$ cat config.mk
export PLATFORM = sky130hd
export DESIGN_NAME = flag_escape_byte_deframer_core
export DESIGN_NICKNAME = d
export VERILOG_FILES = /design/src/rtl/core/fedf_pkg.sv /design/src/rtl/core/flag_escape_byte_deframer_core.sv
export VERILOG_INCLUDE_DIRS = /design/src /design/src/rtl/core
export SDC_FILE = /design/constraint.sdc
export NUM_CORES = 1
export LEC_CHECK = 0
export ABC_AREA = 1
export BUFFER_PORTS_ARGS = -buffer_cell sky130_fd_sc_hd__buf_2
export CAP_MARGIN = 20
export CORE_UTILIZATION = 45
export DETAILED_ROUTE_END_ITERATION = 10
export GPL_TIMING_DRIVEN = 0
export PLACE_DENSITY = 0.68
export SLEW_MARGIN = 30
export SYNTH_ARGS = -nofsm -noshare
export SYNTH_HDL_FRONTEND = slang
export SYNTH_SLANG_ARGS = --single-unit
export TNS_END_PERCENT = 10
$ cat constraint.sdc
create_clock -name clk -period 2.9 [get_ports clk]
set_input_delay 0.87 -clock clk [delete_from_list [all_inputs] [get_ports clk]]
set_output_delay 0.87 -clock clk [all_outputs]
set_load 0.02 [all_outputs]
$ cat src/rtl/core/flag_escape_byte_deframer_core_assert.svh
// assertion macros for the flag/escape byte deframer
`ifndef FLAG_ESCAPE_BYTE_DEFRAMER_CORE_ASSERT_SVH
`define FLAG_ESCAPE_BYTE_DEFRAMER_CORE_ASSERT_SVH
`ifndef ASSERT_OFF
// same-cycle implication, checked outside reset
`define FEDF_ASSERT_IMP(lbl, clk, rst, ante, cons) \
  lbl: assert property (@(posedge clk) disable iff (rst) (ante) |-> (cons)) \
    else $error("assertion failed");
// next-cycle implication, checked outside reset
`define FEDF_ASSERT_NXT(lbl, clk, rst, ante, cons) \
  lbl: assert property (@(posedge clk) disable iff (rst) (ante) |=> (cons)) \
    else $error("assertion failed");
`else
`define FEDF_ASSERT_IMP(lbl, clk, rst, ante, cons)
`define FEDF_ASSERT_NXT(lbl, clk, rst, ante, cons)
`endif
`endif

$ cat src/rtl/core/fedf_pkg.sv
package fedf_pkg;

  // framing codes
  localparam logic [7:0] FLAG_BYTE   = 8'h7E;
  localparam logic [7:0] ESC_BYTE    = 8'h7D;
  localparam logic [7:0] ESC_OF_ESC  = 8'h5D;
  localparam logic [7:0] ESC_OF_FLAG = 8'h5E;

  // field widths
  localparam int unsigned BYTE_W = 8;
  localparam int unsigned LEN_W  = 13;

  // frame length limit after reset
  localparam int unsigned LIMIT_RESET = 4096;

  typedef logic [BYTE_W-1:0] byte_t;
  typedef logic [LEN_W-1:0]  len_t;

endpackage

$ cat src/rtl/core/flag_escape_byte_deframer_core.sv
// a result word is valid in the cycle after the input word that releases it
// throughput: one input word per cycle unless out_ready stalls the single output
//   register holding a result; a word is taken if out_ready drains it that cycle
// reset (rst, synchronous, active high): hunting for a flag, no held byte,
//   no output pending, frame length limit 4096 (clamped to MAX_FRAME)
`include "flag_escape_byte_deframer_core_assert.svh"

module flag_escape_byte_deframer_core
  import fedf_pkg::*;
#(
  parameter int unsigned MAX_FRAME = 4096
) (
  input  logic  clk,
  input  logic  rst,
  // configuration write channel
  input  logic  cfg_valid,
  output logic  cfg_ready,
  input  len_t  cfg_data,
  // input channel
  input  logic  in_valid,
  output logic  in_ready,
  input  byte_t rx_byte,
  // output channel
  output logic  out_valid,
  input  logic  out_ready,
  output byte_t out_byte,
  output logic  last,
  output logic  frame_error,
  output len_t  frame_len
);

  // counter width: enough for MAX_FRAME, never more than the 13-bit config range
  localparam int unsigned CNT_FULL_W = $clog2(MAX_FRAME + 1);
  localparam int unsigned CNT_W      = (CNT_FULL_W < LEN_W) ? CNT_FULL_W : LEN_W;
  localparam int unsigned LIM_RST    = (LIMIT_RESET > MAX_FRAME) ? MAX_FRAME : LIMIT_RESET;

  typedef logic [CNT_W-1:0] cnt_t;

  // state
  cnt_t  limit;
  logic  in_frame;
  logic  escape_pending;
  byte_t held_byte;
  logic  held_valid;
  logic  error_seen;
  cnt_t  byte_count;

  logic  in_frame_next;
  logic  escape_pending_next;
  byte_t held_byte_next;
  logic  held_valid_next;
  logic  error_seen_next;
  cnt_t  byte_count_next;

  logic  emit;
  byte_t emit_byte;
  logic  emit_last;
  logic  emit_error;
  len_t  emit_len;

  logic  take_en;
  byte_t take_byte;
  logic  accept;
  cnt_t  cfg_limit;

  assign cfg_ready = 1'b1;
  assign in_ready  = !out_valid || out_ready;
  assign accept    = in_valid && in_ready;

  // clamp the written limit to 1..MAX_FRAME
  always_comb begin
    if (cfg_data == '0) begin
      cfg_limit = cnt_t'(1);
    end else if (32'(cfg_data) > MAX_FRAME) begin
      cfg_limit = cnt_t'(MAX_FRAME);
    end else begin
      cfg_limit = cnt_t'(cfg_data);
    end
  end

  always_ff @(posedge clk) begin
    if (rst) begin
      limit <= cnt_t'(LIM_RST);
    end else if (cfg_valid && cfg_ready) begin
      limit <= cfg_limit;
    end
  end

  // decode one received byte
  always_comb begin
    in_frame_next       = in_frame;
    escape_pending_next = escape_pending;
    held_byte_next      = held_byte;
    held_valid_next     = held_valid;
    error_seen_next     = error_seen;
    byte_count_next     = byte_count;
    emit                = 1'b0;
    emit_byte           = held_byte;
    emit_last           = 1'b0;
    emit_error          = 1'b0;
    emit_len            = '0;
    take_en             = 1'b0;
    take_byte           = rx_byte;

    if (!in_frame) begin
      if (rx_byte == FLAG_BYTE) begin
        in_frame_next       = 1'b1;
        escape_pending_next = 1'b0;
        held_byte_next      = '0;
        held_valid_next     = 1'b0;
        error_seen_next     = 1'b0;
        byte_count_next     = '0;
      end
    end else if (rx_byte == FLAG_BYTE) begin
      // closing flag releases the held byte as the last one
      emit       = held_valid;
      emit_last  = 1'b1;
      emit_error = error_seen || escape_pending;
      emit_len   = len_t'(byte_count);
      escape_pending_next = 1'b0;
      held_byte_next      = '0;
      held_valid_next     = 1'b0;
      error_seen_next     = 1'b0;
      byte_count_next     = '0;
    end else if (escape_pending) begin
      escape_pending_next = 1'b0;
      if (rx_byte == ESC_OF_ESC) begin
        take_en   = 1'b1;
        take_byte = ESC_BYTE;
      end else if (rx_byte == ESC_OF_FLAG) begin
        take_en   = 1'b1;
        take_byte = FLAG_BYTE;
      end else begin
        error_seen_next = 1'b1;
      end
    end else if (rx_byte == ESC_BYTE) begin
      escape_pending_next = 1'b1;
    end else begin
      take_en = 1'b1;
    end

    // payload byte: drop on overlength, else push out the held byte
    if (take_en) begin
      if (byte_count >= limit) begin
        error_seen_next = 1'b1;
      end else begin
        emit            = held_valid;
        held_byte_next  = take_byte;
        held_valid_next = 1'b1;
        byte_count_next = byte_count + cnt_t'(1);
      end
    end
  end

  // deframer state
  always_ff @(posedge clk) begin
    if (rst) begin
      in_frame       <= 1'b0;
      escape_pending <= 1'b0;
      held_byte      <= '0;
      held_valid     <= 1'b0;
      error_seen     <= 1'b0;
      byte_count     <= '0;
    end else if (accept) begin
      in_frame       <= in_frame_next;
      escape_pending <= escape_pending_next;
      held_byte      <= held_byte_next;
      held_valid     <= held_valid_next;
      error_seen     <= error_seen_next;
      byte_count     <= byte_count_next;
    end
  end

  // output register valid
  always_ff @(posedge clk) begin
    if (rst) begin
      out_valid <= 1'b0;
    end else if (accept) begin
      out_valid <= emit;
    end else if (out_ready) begin
      out_valid <= 1'b0;
    end
  end

  // output register payload
  always_ff @(posedge clk) begin
    if (accept && emit) begin
      out_byte    <= emit_byte;
      last        <= emit_last;
      frame_error <= emit_error;
      frame_len   <= emit_len;
    end
  end

  // checks
  `FEDF_ASSERT_IMP(a_mid_word_clean, clk, rst, out_valid && !last,
                   !frame_error && frame_len == '0)
  `FEDF_ASSERT_NXT(a_hunt_silent, clk, rst, accept && !in_frame, !out_valid)
  `FEDF_ASSERT_IMP(a_held_counted, clk, rst, held_valid, byte_count != '0)
  `FEDF_ASSERT_IMP(a_hunt_empty, clk, rst, !in_frame,
                   !held_valid && !escape_pending && byte_count == '0)

endmodule

==> results.json, run 1 <==
{
  "critical_path_arrival_ps": 2650,
  "coreArea_um2": 6832,
  "numCtsBuffers": 9,
  "crit_top_cell": "nand2_1",
  "gp_congestion": 0.9353,
  "outcome": "completed",
  "io_pins": 52,
  "grt_pass1_vias": 2553,
  "p_per_area_nw_per_um2": 466.3,
  "io_buffers": 49,
  "synth_seq_cells": 62,
  "r2r_end": "frame_len[5]",
  "crit_path_start_kind": "flop",
  "reg2reg_from": "byte_count[8]",
  "yosysWarnings": 0,
  "synthesis.area_um2": 3186,
  "syn_avg_cell_area_um2": 7.713,
  "period_needed_ps": 2650,
  "leakagePower_nw": 1.567,
  "dieArea_um2": 7419,
  "final_nets": 513,
  "initial_utilization_pct": 46.63,
  "crit_chain": "ha_1 > nand2_1 > inv_1 > nand2_1 > nand2_1 > nand2_1 > nand3_1 > nor2_4 > nand2_2 > nand2_1 > nand3_1 > clkinvlp_4",
  "track_usage_pct": 21.04,
  "cp_slowest_cell": "dfxtp_1",
  "clkSlewWorstSetupHoldPaths_ps": 80,
  "final_cells": 574,
  "comb_power_share_pct": 7.9,
  "holdPathEnd": "out_byte[0]",
  "wl_per_cell_um": 12.47,
  "hp-class": "reg2reg",
  "antenna_found_initial": 0,
  "drc": 0,
  "setup_viol": 0,
  "finalHoldViolCount": 0,
  "cts_tree": "yes",
  "overflow": 0,
  "peakVddDrop_mv": 0.2010,
  "syn_nets": 453,
  "drv_slew": 0,
  "grt_setup_unrepaired": "false",
  "hold_start": "emit_byte[0]",
  "drive_above_1_share_pct": 17.78,
  "r2r_slack_ps": 250,
  "clk_latency_ps": 350,
  "htreeDepth": 3,
  "synth.distinct_cells": 28,
  "synthCells": 413,
  "p_clk_share_pct": 39.4,
  "fp.dieW_um": 86.14,
  "hold_buffers": 0,
  "r2r_cells": 12,
  "via_per_inst": 4.974,
  "crit_required_ps": 2900,
  "fmax_mhz": 377.4,
  "pre_cts_ws_ps": -282.6,
  "worst_slack_ps": 250.4,
  "postCtsSetupRepairBufs": 0,
  "placed_cell_area_um2": 3551,
  "critPathMaxFanout": 23,
  "seqPwrFrac_pct": 52.7,
  "grt_first_pass_wirelength_um": 11810,
  "crit_path_end_kind": "flop",
  "fin_crit_sh_pct": 91.37,
  "power.internal_mw": 1.267,
  "design_area_um2": 3730,
  "grt_max_degree": 24,
  "maxCapViolCount": 0,
  "slowest_delay_ps": 480,
  "placedCellCount": 558,
  "worstHoldPathCells": 0,
  "first_iter_violations": 199,
  "synthToLayoutAreaGrowth_pct": 17.09,
  "post-dp-hpwl_um": 5268,
  "synth-edff-count": 23,
  "wl_um": 7158,
  "cts_root_buf": "clkbuf_8",
  "dr_total_vias": 2855,
  "async_flop_share_pct": 0,
  "utilization_pct": 54.60,
  "power_switching_mw": 0.4725,
  "ant_nets": 0,
  "row_count": 30,
  "cts.sinks": 62,
  "switching_share_pct": 27.17,
  "slew_headroom_pct": 57.41,
  "first_pass_iters": 4,
  "worst_slew_pin_slew_ps": 638.9,
  "ys_seq_area_share_pct": 46.19,
  "ys.flop_type": "dfxtp_1",
  "antennaDiodeCount": 0,
  "skew_ps": 8.953,
  "clock_path_buffers": 2,
  "crit_type": "reg2reg",
  "dieHeight_um": 86.14
}
-- critical path: cells and delay by family, from the launching register on --
family | cells | cell delay (ps)
buf+inv | 2 | 450
simple gates | 9 | 1070
fa+ha+maj | 1 | 300
flops | 1 | 480
-- power groups by stage --
stage	combinational (mW)	clock, mW	sequential [mW]
global route	0.157	0.731	0.918
global placement	0.133	0	0.936
detailed placement	0.137	0	0.937
finish	0.138	0.685	0.917
CTS	0.137	0.687	0.917
floorplan	0.0901	0	0.934
-- cell type report --
class | count | area, um2
fill | 676 | 3102
sequential | 62 | 1471
multi-input combinational | 278 | 1424
timing repair buffer | 49 | 245.2
inverter | 61 | 232.7
clock buffer | 9 | 123.9
tap | 96 | 120.1
buffer | 12 | 63.81
clock inverter | 7 | 48.80
-- flip-flops by register name, indices dropped and copies added (netlist names) --
register        flops
byte_count         13
emit_byte           8
error_seen          1
escape_pending      1
frame_error         1
frame_len          13
held_valid          1
in_frame            1
last                1
limit              13
out_byte            8
out_valid           1
-- per-layer routing --
layer	vias up	wire length (um)	GRT usage [%]
met1	1302	3446	29.43
li1	1464	-	-
met4	0	107	7.727
met5	-	0	0
met2	80	3119	31.53
met3	9	485	5.101
-- worst max-delay path by stage --
stage             startpoint            to  slack (ps)  cells after the start
4_1_cts        byte_count[8]  frame_len[8]         200                     12
5_1_grt        byte_count[8]  frame_len[9]          60                     12
3_5_place_dp      rx_byte[2]  frame_len[8]        -280                     10
2_1_floorplan     rx_byte[2]   frame_error         300                      9
3_3_place_gp      rx_byte[2]  frame_len[8]        -250                     10
6_report       byte_count[8]  frame_len[5]         250                     12
-- placed cells by master, fill, tap and decap left out, types with 9 or more instances in the layout --
master    netlist  final
nand2_1       100     99
inv_1          58     57
buf_2           0     49
nand3_1        42     42
a21oi_1        41     41
nor2_1         40     40
dfxtp_1        39     39
edfxtp_1       23     23
ha_1           14     14
o21ai_0        10     10
clkbuf_1        9      9
clkbuf_8        0      9
-- timing repair --
action | in CTS | in global routing
setup endpoints to repair | 23 | 23
endpoints found under the hold margin | 0 | 0
resized for setup | 1 | 1
-- per-stage QoR --
step                      power (mW)  hold WS, ps  TNS, ps
final                          1.739        434.5        0
after CTS                      1.740        437.0        0
after global routing           1.806        451.4        0
after detailed placement       1.073        418.0    -6466
after global placement         1.069        412.9    -5691
after floorplan                1.024        409.1        0
-- synthesized netlist by cell type (4+ instances only) --
master,count,area [um2]
nand4_1,4,25.02
clkbuf_1,9,33.78
dfxtp_1,39,780.8
a21oi_1,41,205.2
xor2_1,4,35.03
o21ai_0,10,50.05
nor2_1,40,150.1
inv_1,58,217.7
ha_1,14,175.2
edfxtp_1,23,690.7
nor4_1,4,25.02
nand3_1,42,210.2
nand2_1,100,375.4
a21oi_2,4,35.03
-- cell families after synthesis --
kind of cell             after synthesis  share of synthesized area [%]
XOR/XNOR                               4                          1.100
adder cells (fa/ha/maj)               14                          5.499
flip-flops                            62                          46.19
buffers and inverters                 73                          9.191
AO/OA/AOI/OAI                         58                          9.820
other                                  1                         0.1177
AND/OR/NAND/NOR                      201                          28.08
No activity file was read; power rests on OpenSTA's default activity.
==> inputs of run 2 (changes only) <==
--- a/config.mk
+++ b/config.mk
@@ -9,10 +9,10 @@
 export ABC_AREA = 1
 export BUFFER_PORTS_ARGS = -buffer_cell sky130_fd_sc_hd__buf_2
 export CAP_MARGIN = 20
-export CORE_UTILIZATION = 45
+export CORE_UTILIZATION = 56
 export DETAILED_ROUTE_END_ITERATION = 10
 export GPL_TIMING_DRIVEN = 0
-export PLACE_DENSITY = 0.68
+export PLACE_DENSITY = 0.81
 export SLEW_MARGIN = 30
 export SYNTH_ARGS = -nofsm -noshare
 export SYNTH_HDL_FRONTEND = slang
==> constraint.sdc (replaced) <==
create_clock -name clk -period 2.9 [get_ports clk]
set_input_delay 0.29 -clock clk [delete_from_list [all_inputs] [get_ports clk]]
set_output_delay 0.29 -clock clk [all_outputs]
set_load 0.02 [all_outputs]
==> run 2 against run 1 <==
Sequential cell count is the same. Routed wire length is essentially flat. Register-to-register slack gained 50 ps. Global-route usage grew 5.0 points. Non-clock buffer count is the same. Sequential share of layout area shrank 0.053 points. Combinational power is essentially flat. Clock-buffer cell count is the same. Die area shrank 19%. Worst hold slack lost 240 ps.
==> results.json, run 2 (synthesis gave the netlist of run 1 again) <==
{
  "cp_slowest_cell": "dfxtp_1",
  "peakVddDrop_mv": 0.3320,
  "tns_ps": 0,
  "crit_chain": "ha_1 > nand2_1 > nor2_1 > nand2_1 > nand3_1 > nand2_1 > inv_1 > nor2_4 > nand2_2 > nand2_1 > nand3_1 > clkinvlp_4",
  "synthToLayoutAreaGrowth_pct": 17.24,
  "grt_pass1_vias": 2554,
  "first_pass_iters": 5,
  "pre_cts_ws_ps": -8.086,
  "fill_cells": 453,
  "via_per_inst": 5.235,
  "cts_root_buf": "clkbuf_8",
  "antennaDiodeCount": 0,
  "critical_path_arrival_ps": 2610,
  "gp_congestion": 0.9212,
  "post-dp-hpwl_um": 5130,
  "crit_path_start_kind": "flop",
  "critPathMaxFanout": 23,
  "track_usage_pct": 26.00,
  "setup_viol": 0,
  "hp-class": "in2reg",
  "io_pins": 52,
  "clock_path_buffers": 2,
  "utilization_pct": 67.83,
  "dieHeight_um": 77.42,
  "layout_common_cells": "nand2_1 (99), inv_1 (57), buf_2 (49), nand3_1 (42), a21oi_1 (41)",
  "layout_commonest_cell": "nand2_1",
  "grt_max_degree": 24,
  "htreeDepth": 3,
  "finalHoldViolCount": 0,
  "overflow": 0,
  "period_needed_ps": 2605,
  "final_nets": 513,
  "slowest_delay_ps": 490,
  "first_iter_violations": 226,
  "row_count": 27,
  "wl_per_cell_um": 13.00,
  "wl_um": 7152,
  "drc": 0,
  "leakagePower_nw": 1.579,
  "worst_slack_ps": 295.4,
  "cts_tree": "yes",
  "dr_total_vias": 2879,
  "skew_ps": 9.809,
  "crit_type": "reg2reg",
  "hold_ws_ps": 197.0,
  "design_area_um2": 3735,
  "worst_slew_pin_slew_ps": 574.5,
  "grt_first_pass_wirelength_um": 11870,
  "postCtsSetupRepairBufs": 0,
  "grt_setup_unrepaired": "false",
  "crit_path_end_kind": "flop",
  "drive_above_1_share_pct": 17.78,
  "slew_headroom_pct": 61.70,
  "crit_required_ps": 2900,
  "coreArea_um2": 5507,
  "p_per_area_nw_per_um2": 493.6,
  "fin_crit_sh_pct": 89.81,
  "crit_top_cell": "nand2_1",
  "numCtsBuffers": 9,
  "antenna_found_initial": 0,
  "drv_slew": 0,
  "initial_utilization_pct": 57.85,
  "io_buffers": 49,
  "maxCapViolCount": 0,
  "cts.sinks": 62,
  "dieArea_um2": 5994,
  "clk_latency_ps": 350,
  "layout_top_registers": "byte_count (13), frame_len (13), limit (13)",
  "clkSlewWorstSetupHoldPaths_ps": 80,
  "ant_nets": 0,
  "fp.dieW_um": 77.42,
  "fmax_mhz": 383.9,
  "placed_cell_area_um2": 3521,
  "outcome": "completed"
}
-- run 2: cell types whose count changed in the layout (fill, tap and decap cells not counted), sizes merged --
cell	before	now
clkinv	5	4
bufinv	0	1
-- run 2: worst paths after layout --
path	end	startpoint	cells after the start	slack, ps
worst min-delay path	limit[3]	cfg_data[3]	3	200
worst max register to register	frame_len[12]	byte_count[2]	12	300
worst max-delay path	frame_len[12]	byte_count[2]	12	300
worst min register to register	out_byte[0]	emit_byte[0]	0	440
-- run 2: timing repair --
item,CTS,global route
endpoints found under the setup margin,23,12
hold buffers,0,0
gates resized for setup,1,1
cloned,0,0
-- run 2: cell type report --
cell class / count / area (um2) / share of cell area [%]
flip-flops and latches: 62 / 1471 / 39.40
multi-input cells: 278 / 1424 / 38.12
repair buffers: 49 / 245.2 / 6.566
inverters: 61 / 232.7 / 6.231
clock buffers: 9 / 123.9 / 3.317
well taps: 72 / 90.09 / 2.412
clock inverters: 7 / 83.83 / 2.245
plain buffers: 12 / 63.81 / 1.709
-- run 2: critical path: cells and delay by family (launching register included) --
kind	cells	cell delay (ps)
fa+ha+maj	1	300
buf+inv	2	470
flops	1	490
simple gates	9	970
-- run 2: per-stage QoR --
step	power, mW	cells
floorplan	1.024	413
global placement	1.067	534
detailed placement	1.072	534
CTS	1.848	550
global route	1.906	550
finish	1.844	550
-- run 2: where the power goes --
part           switching [mW]  leakage, nW  internal (mW)  total (mW)
registers             0.00934        0.567          0.907       0.916
clock network           0.381        0.102          0.408       0.788
logic                  0.0896        0.911         0.0494       0.139
-- run 2: metal layers --
layer  vias up  part of all wire (%)  GRT usage (%)
li1       1467                     -              -
met1      1308                    46          35.02
met2        87                    46          40.71
met3        17                   5.5          3.882
met4         0                   2.6          13.02
met5         -                     0              0
==> inputs of run 3 (changes only) <==
--- a/config.mk
+++ b/config.mk
@@ -6,7 +6,6 @@
 export SDC_FILE = /design/constraint.sdc
 export NUM_CORES = 1
 export LEC_CHECK = 0
-export ABC_AREA = 1
 export BUFFER_PORTS_ARGS = -buffer_cell sky130_fd_sc_hd__buf_2
 export CAP_MARGIN = 20
 export CORE_UTILIZATION = 56
==> run 3 against run 2 <==
Synthesized cell count down 26%. Sequential cell count unchanged. Largest power group unchanged. Worst setup slack worse by 110 ps. Routed wire length down 11%.
==> results.json, run 3 <==
{
  "wl_um": 6346,
  "antennaDiodeCount": 0,
  "clock_path_buffers": 2,
  "seqPwrFrac_pct": 52.1,
  "track_usage_pct": 23.26,
  "via_per_inst": 5.608,
  "drc": 0,
  "htreeDepth": 3,
  "fp.dieW_um": 76.30,
  "initial_utilization_pct": 59.40,
  "power.internal_mw": 1.337,
  "dieHeight_um": 76.30,
  "synth_seq_cells": 62,
  "p_clk_share_pct": 41.9,
  "comb_power_share_pct": 6.0,
  "synthCells": 305,
  "async_flop_share_pct": 0,
  "synth_top_cell_by_area": "dfxtp_1",
  "drive_above_1_share_pct": 28.18,
  "postCtsSetupRepairBufs": 0,
  "crit_path_start_kind": "flop",
  "overflow": 0,
  "netlist_top_cells_count": "dfxtp_1 (39), nand3_1 (29), edfxtp_1 (23), inv_1 (21), and2_1 (18)",
  "clk_latency_ps": 340,
  "syn_avg_cell_area_um2": 10.14,
  "cts_root_buf": "clkbuf_8",
  "p_per_area_nw_per_um2": 480.3,
  "hold_ws_ps": 128.1,
  "fin_crit_sh_pct": 93.49,
  "layout_top_registers": "byte_count (13), frame_len (13), limit (13)",
  "dieArea_um2": 5822,
  "post-synth-top-count-cell": "dfxtp_1",
  "ys_seq_area_share_pct": 47.59,
  "synthesis.area_um2": 3092,
  "syn_nets": 345,
  "post-dp-hpwl_um": 4549,
  "switching_share_pct": 23.06,
  "row_count": 26,
  "first_iter_violations": 132,
  "io_buffers": 48,
  "worst_slew_pin_slew_ps": 659.1,
  "pre_cts_ws_ps": 164.6,
  "setup_viol": 0,
  "grt_max_degree": 24,
  "critPathMaxFanout": 23,
  "ys.flop_type": "dfxtp_1",
  "routed-wl-met2_um": 2816,
  "dr_total_vias": 2462,
  "slew_headroom_pct": 55.95,
  "design_area_um2": 3617,
  "coreArea_um2": 5205,
  "period_needed_ps": 2711,
  "finalHoldViolCount": 0,
  "wl_met1_um": 3090,
  "wl_per_cell_um": 14.46,
  "synth.distinct_cells": 53,
  "cts.sinks": 62,
  "synthToLayoutAreaGrowth_pct": 17.00,
  "outcome": "completed",
  "ant_nets": 0,
  "antenna_found_initial": 0,
  "placed_cell_area_um2": 3427,
  "hp-class": "in2reg",
  "grt_pass1_vias": 2221,
  "tns_ps": 0,
  "synth-edff-count": 23,
  "leakagePower_nw": 1.329,
  "skew_ps": 5.831,
  "layout_common_cells": "buf_2 (51), dfxtp_1 (39), nand3_1 (29), edfxtp_1 (23), inv_1 (21)",
  "cts_tree": "yes",
  "crit_path_end_kind": "flop",
  "post_cts_resized": 0,
  "utilization_pct": 69.50,
  "numCtsBuffers": 9,
  "crit_type": "reg2reg",
  "hold_buffers": 0,
  "grt_first_pass_wirelength_um": 10380,
  "clkSlewWorstSetupHoldPaths_ps": 70,
  "power_switching_mw": 0.4005,
  "highest_layer": "met4",
  "io_pins": 52,
  "first_pass_iters": 4,
  "final_nets": 404,
  "maxCapViolCount": 0,
  "layout_commonest_cell": "buf_2",
  "peakVddDrop_mv": 0.3087,
  "wl_met3_um": 334,
  "critical_path_arrival_ps": 2690,
  "drv_slew": 0,
  "gp_congestion": 0.9282,
  "grt_setup_unrepaired": "false",
  "yosysWarnings": 0,
  "synth_top_area_share_pct": 25.25,
  "worst_slack_ps": 188.7,
  "synthTopCellsByArea": "dfxtp_1 (25%), edfxtp_1 (22%), ha_1 (5.7%)",
  "crit_required_ps": 2880,
  "fmax_mhz": 368.8
}
## run 3: cell count changes after synthesis, moves of 5 or more
cell	previous run	this run
a21oi_2	4	9
nand3_1	42	29
nor2_1	40	16
o311ai_1	0	10
nand2_1	100	17
inv_1	58	21
nand3_2	2	9
and2_1	1	18
a21oi_1	41	11
a2bb2oi_1	0	9
o2111ai_1	0	7
## run 3: stage by stage
| stage | total power [mW] | instances |
|---|---|---|
| finish | 1.737 | 439 |
| global route | 1.798 | 439 |
| CTS | 1.748 | 439 |
| detailed placement | 1.027 | 423 |
| global placement | 1.025 | 423 |
| floorplan | 0.9885 | 305 |
## run 3: cell type report
class / instances / area, um2
plain buffers: 17 / 126.4
repair buffers: 48 / 240.2
multi-input cells: 205 / 1423
clock inverters: 6 / 62.56
well taps: 70 / 87.58
inverters: 21 / 78.83
flip-flops and latches: 62 / 1471
clock buffers: 10 / 127.6
fillers: 423 / 1588
## run 3: critical path, stage by stage, from the launching register on
cell	delay, ps
dfxtp_1	430
inv_1	120
ha_1	290
nor2b_1	100
o21ai_0	80
a31oi_1	220
buf_2	280
o21a_1	140
a21oi_1	140
nor2_4	540
## run 3: cells by family after synthesis
family | Yosys count | share of synthesized area, %
adders and majority gates | 14 | 5.666
other | 1 | 0.1213
DFF | 62 | 47.59
xor gates and xnor gates | 1 | 0.2833
muxes | 1 | 0.3238
buffers and inverters | 38 | 6.637
and+or+nand+nor | 114 | 20.60
AOI/OAI and AO/OA | 74 | 18.78
## run 3: path summary, 6_finish.rpt
check | startpoint | to | slack (ps) | depth (start not counted)
worst max-delay path | byte_count[0] | out_byte[6] | 190 | 9
worst min-delay path | rst | byte_count[0] | 130 | 2
worst max register to register | byte_count[0] | out_byte[6] | 190 | 9
worst min register to register | emit_byte[5] | out_byte[5] | 440 | 0
## run 3: power groups by stage
stage	Combinational (mW)	Sequential, mW	Clock (mW)
final	0.105	0.905	0.728
after CTS	0.103	0.905	0.740
after global routing	0.116	0.905	0.777
after global placement	0.101	0.924	0
after floorplan	0.0648	0.924	0
after detailed placement	0.103	0.924	0
## run 3: layer usage
metal / GRT usage [%] / vias up
li1: - / 1240
met1: 30.35 / 1148
met2: 36.04 / 67
met3: 6.946 / 7
met4: 9.423 / 0
met5: 0 / -
